[src/hdl/bpfa_pkg.sv]
// Shared types, constants and helpers of the bitmap page frame allocator.
// Depends on nothing; the files that use it refer to it by scoped names.

package bpfa_pkg;

    // Bitmap word geometry
    localparam int unsigned WORD_BITS   = 32;
    localparam int unsigned BIT_IDX_W   = 5;
    localparam logic [WORD_BITS-1:0] ALL_ONES = 32'hFFFF_FFFF;

    // Frame count register
    localparam int unsigned FRAME_COUNT_W = 16;
    localparam logic [FRAME_COUNT_W-1:0] FRAME_COUNT_RESET = 16'd32768;

    // Request kinds
    localparam logic MODE_ALLOC = 1'b0;
    localparam logic MODE_FREE  = 1'b1;

    // Sequencer states
    typedef enum logic [2:0] {
        ST_INIT,
        ST_IDLE,
        ST_SCAN,
        ST_ALLOC_WR,
        ST_FREE_RD,
        ST_FREE_WR,
        ST_DONE
    } t_state;

    // Operation of the shared word unit
    typedef enum logic {
        OP_SET_LOWEST,
        OP_CLEAR_BIT
    } t_word_op;

    // Status of the word under test
    typedef struct packed {
        logic                 full;
        logic [BIT_IDX_W-1:0] lo_clear;
    } t_word_res;

    // Position of the lowest set bit, found by halving in five steps
    function automatic logic [BIT_IDX_W-1:0] lowest_set(input logic [WORD_BITS-1:0] v);
        logic [WORD_BITS-1:0] x;
        logic [BIT_IDX_W-1:0] p;
        x = v;
        p = '0;
        if (x[15:0] == 16'd0) begin
            p[4] = 1'b1;
            x    = x >> 16;
        end
        if (x[7:0] == 8'd0) begin
            p[3] = 1'b1;
            x    = x >> 8;
        end
        if (x[3:0] == 4'd0) begin
            p[2] = 1'b1;
            x    = x >> 4;
        end
        if (x[1:0] == 2'd0) begin
            p[1] = 1'b1;
            x    = x >> 2;
        end
        if (x[0] == 1'b0) begin
            p[0] = 1'b1;
        end
        return p;
    endfunction

endpackage

[src/hdl/bpfa_word_unit.sv]
// Shared word unit: tests a bitmap word for a free frame and sets or clears one bit.
// Depends on bpfa_pkg.

module bpfa_word_unit (
    input  logic [bpfa_pkg::WORD_BITS-1:0] i_word,
    input  bpfa_pkg::t_word_op             i_op,
    input  logic [bpfa_pkg::BIT_IDX_W-1:0] i_bit,
    output logic [bpfa_pkg::WORD_BITS-1:0] o_word,
    output bpfa_pkg::t_word_res            o_res
);

    logic [bpfa_pkg::BIT_IDX_W-1:0] lo_clear;
    logic [bpfa_pkg::BIT_IDX_W-1:0] pos;
    logic [bpfa_pkg::WORD_BITS-1:0] onehot;

    // Find the lowest free frame in the word
    assign lo_clear       = bpfa_pkg::lowest_set(~i_word);
    assign o_res.full     = (i_word == bpfa_pkg::ALL_ONES);
    assign o_res.lo_clear = lo_clear;

    // Set the lowest free bit, or clear the requested one
    assign pos    = (i_op == bpfa_pkg::OP_SET_LOWEST) ? lo_clear : i_bit;
    assign onehot = {{(bpfa_pkg::WORD_BITS-1){1'b0}}, 1'b1} << pos;

    always_comb begin
        case (i_op)
            bpfa_pkg::OP_SET_LOWEST: o_word = i_word | onehot;
            bpfa_pkg::OP_CLEAR_BIT:  o_word = i_word & ~onehot;
            default:                 o_word = i_word;
        endcase
    end

endmodule

[config.mk]
export PLATFORM = sky130hd
export DESIGN_NAME = bpfa_word_unit
export DESIGN_NICKNAME = d
export VERILOG_FILES = /design/src/hdl/bpfa_pkg.sv /design/src/hdl/bpfa_word_unit.sv
export SDC_FILE = /design/constraint.sdc
export NUM_CORES = 1
export LEC_CHECK = 0
export ABC_AREA = 1
export BUFFER_PORTS_ARGS = -buffer_cell sky130_fd_sc_hd__buf_2
export CORE_UTILIZATION = 54
export DETAILED_ROUTE_END_ITERATION = 6
export PLACE_DENSITY = 0.94
export SLEW_MARGIN = 20
export SYNTH_ARGS = -nofsm -noshare
export SYNTH_HDL_FRONTEND = slang
export SYNTH_SLANG_ARGS = --single-unit
[constraint.sdc]
create_clock -name vclk -period 6.15
set_input_delay 1.23 -clock vclk [all_inputs]
set_output_delay 1.23 -clock vclk [all_outputs]
set_load 0.05 [all_outputs]
==> impl_results.rst <==
.. list-table::
   :header-rows: 1

   * - Metric
     - Value
   * - Met2 usage
     - 58.0%
   * - Number of maximum-capacitance constraint violations
     - 0
   * - Average instance area after synthesis
     - 5.64 um^2
   * - Number of inserted diodes
     - 0
   * - Area of the die
     - 3160 um^2
   * - Result of the run
     - finished, final reports clean
   * - Number of flip-flops and latches
     - 0
   * - Share of post-route cells with drive strength above 1
     - 38.3%
   * - Vias in the first global route
     - 1984
   * - CP Cell Sequence
     - buf_2, nand2_1, nor2_2, nand2_2, nor2_8, nand2_2, nand2_1, nand2_1, nor2_4, nand2_4, nor2_2, nor2_4, nand2_1, nand2_1, o21ai_4, inv_2, nor2_2, nand4_1, nand2_1, buf_2
   * - Time the final worst path needs with I/O delays and setup
     - around 5.3 ns
   * - Endpoints failing setup
     - 0
   * - Sequential-to-total area share from yosys stat
     - 0%
   * - Yosys warning count
     - 0
   * - Effective utilization at floorplan
     - between 50% and 60%
   * - Busiest layer in global routing
     - met2
   * - Post-synthesis cell count
     - around 280
   * - Post-Route WL
     - 5430 um
   * - Post-CTS Resized
     - 0
   * - Internal power
     - 0.0000431 W
   * - Setup repair after global routing missed its margin
     - no
   * - Placed Cells
     - between 300 and 400
   * - Synth top cells by count
     - 89 x sky130_fd_sc_hd__nand2_1, 34 x sky130_fd_sc_hd__nand4_1, 27 x sky130_fd_sc_hd__inv_1
   * - DIE WIDTH
     - 56.2 um
   * - Total power density per cell area
     - ~90 nW/um^2
   * - Final weighted congestion of routability-driven global placement
     - 0.965
   * - Signal arrival time at the worst endpoint
     - a little over 4 ns
   * - Leak
     - 1.07 nW
   * - Number of design-rule violations left by the first detailed-router iteration
     - 150
   * - CP endpoint kind
     - primary output
   * - Wire length of the first global-routing pass
     - 8910 um
   * - Achievable frequency
     - around 190 MHz
   * - Seq pwr share
     - 0%
   * - Sequential cell area in the final layout
     - 0 um^2
   * - Hold-fix buffers, CTS
     - 0
   * - Required time of the critical path
     - 4.92 ns
   * - Startpoint class of the critical path
     - input port
   * - Synthesized net count
     - 319
   * - Max rail drop VDD
     - 0.0765 mV
   * - Layout overhead on the synthesized area
     - 23.4%
   * - Relative contribution of combinational cells to total power
     - 100.0%
   * - Top cells by area, synth
     - sky130_fd_sc_hd__nand2_1 21%, sky130_fd_sc_hd__nand4_1 13%, sky130_fd_sc_hd__nor2_4 7.8%, sky130_fd_sc_hd__o21bai_1 7.6%, sky130_fd_sc_hd__nand3_1 7.3%
   * - GRT met3 Usage
     - 2.56%
   * - Setup total negative slack
     - 0 ns
   * - CORE AREA
     - 2760 um^2
   * - Placed cell area
     - 1960 um^2
   * - Number of placement rows
     - 19
   * - Pre-CTS WS
     - 0.932 ns
   * - Wire per inst
     - 14.4 um
   * - Largest net degree at the start of global routing
     - 34
   * - Clock tree buffer count of the final layout
     - 0
   * - Post-synthesis cell type count
     - 29
   * - Hold_ws
     - 2.87 ns
   * - Worst Tran Pin Value
     - 0.716 ns
   * - Post-synthesis instance area
     - 1590 um^2
   * - Final cell count without fillers
     - roughly 380
   * - Reported net switching power
     - 0.000132 W
   * - Overflow after GRT
     - 0
   * - Via count of the routed design
     - 2242
   * - Post-synth top area share
     - 21.1%
   * - DRC violations left
     - 0
   * - Min-Delay Path Class
     - input port to primary output
   * - Final net count
     - 387
   * - Routing usage on met1
     - a little under half
   * - Initial antenna violation count
     - 0
   * - Maximum net fanout on the critical path
     - 17
   * - Overall fraction of global-route tracks in use
     - approximately a third
   * - PortBufs
     - 76
   * - Delay of the slowest cell on the worst path
     - between 0.2 and 0.3 ns
   * - Detail Placement HPWL
     - 4330 um
   * - Final critical-path share of the clock period
     - 86.4%
   * - Setup fix buffers added after clock tree synthesis
     - 0
   * - Yosys top cell by area
     - sky130_fd_sc_hd__nand2_1
   * - Number of I/O pins
     - 76
   * - Number of antenna-violating nets in the routed design
     - 0
   * - Clk network pwr share
     - 0%
   * - Max transition margin
     - 52.2%
   * - Switching share of total power
     - between 70% and 80%
   * - Most instantiated library cell after synthesis
     - sky130_fd_sc_hd__nand2_1
   * - Count of TritonRoute iterations in the first routing pass
     - 5
   * - Start-to-end type of the worst setup path
     - input port to primary output
   * - Max-slew violations
     - 0
   * - Post-route worst setup slack
     - 0.839 ns
   * - Final hold vios
     - 0
   * - Layout Cell Area excl Fill
     - around 2000 um^2
   * - Die Y
     - 56.2 um
   * - Cell with the largest stage delay on the worst path
     - sky130_fd_sc_hd__inv_2
   * - Most used cell, CP
     - sky130_fd_sc_hd__nand2_1
   * - Hold Path Cell Cnt
     - 4
   * - Routed vias/inst
     - 5.93
-- routing by layer --
metal,part of all wire [%],routed length (um),up-vias
li1,-,-,1084
met5,0,0,-
met1,40,2150,989
met3,11,590,16
met2,47,2550,153
met4,2.5,138,0
-- layout make-up --
| class | instances | area [um^2] |
|---|---|---|
| multi-input combinational | 236 | 1390 |
| tap | 31 | 38.8 |
| timing repair buffer | 80 | 410 |
| fill | 256 | 801 |
| inverter | 31 | 116 |
-- path summary, 6_finish.rpt --
| path | slack (ns) | to | start |
|---|---|---|---|
| hold / removal | 2.87 | o_word[30] | i_word[30] |
| setup / recovery | 0.84 | o_word[2] | i_word[12] |
-- worst max-delay path: cells and delay by family --
kind	cells	cell delay, ns
compound gates	1	0.24
buf+inv	3	0.66
simple gates	16	1.94
-- kinds of logic (layout without fill, tap and decap cells) --
kind of cell | after synthesis | after routing | share of synthesized area [%]
buf+inv | 45 | 111 | 12.5
compound gates | 36 | 36 | 14.6
simple gates | 200 | 200 | 72.9
-- placed cells by master, fill, tap and decap left out --
cell	count
sky130_fd_sc_hd__o21ai_0	6
sky130_fd_sc_hd__a21oi_1	6
sky130_fd_sc_hd__a21oi_2	1
sky130_fd_sc_hd__or4_1	1
sky130_fd_sc_hd__buf_2	76
sky130_fd_sc_hd__nand2_2	8
sky130_fd_sc_hd__o21ai_4	1
sky130_fd_sc_hd__nand2_1	89
sky130_fd_sc_hd__nand3_1	23
sky130_fd_sc_hd__nor4_1	1
sky130_fd_sc_hd__nand4_1	34
sky130_fd_sc_hd__nand3_4	3
sky130_fd_sc_hd__o21bai_1	16
sky130_fd_sc_hd__buf_4	4
sky130_fd_sc_hd__nor2_4	11
sky130_fd_sc_hd__nand4_2	2
sky130_fd_sc_hd__or2_2	1
sky130_fd_sc_hd__inv_2	4
sky130_fd_sc_hd__nor2_2	10
sky130_fd_sc_hd__nor2_1	4
sky130_fd_sc_hd__nand3_2	3
sky130_fd_sc_hd__nand2_4	8
sky130_fd_sc_hd__nor3_1	1
sky130_fd_sc_hd__nor2_8	1
sky130_fd_sc_hd__o21ai_1	6
sky130_fd_sc_hd__inv_1	27
-- metrics by stage --
stage	util, %	power [W]
floorplan	-	0.000130
global placement	71.0	0.000171
detailed placement	71.0	0.000172
CTS	71.0	0.000173
global route	71.0	0.000186
finish	71.0	0.000175
-- power groups by stage --
stage | Clock, W | Sequential [W] | Combinational [W]
after global placement | 0 | 0 | 0.000171
after detailed placement | 0 | 0 | 0.000172
after floorplan | 0 | 0 | 0.000130
final | 0 | 0 | 0.000175
after CTS | 0 | 0 | 0.000173
after global routing | 0 | 0 | 0.000186
Note: power is estimated with default switching activity, not from simulation.
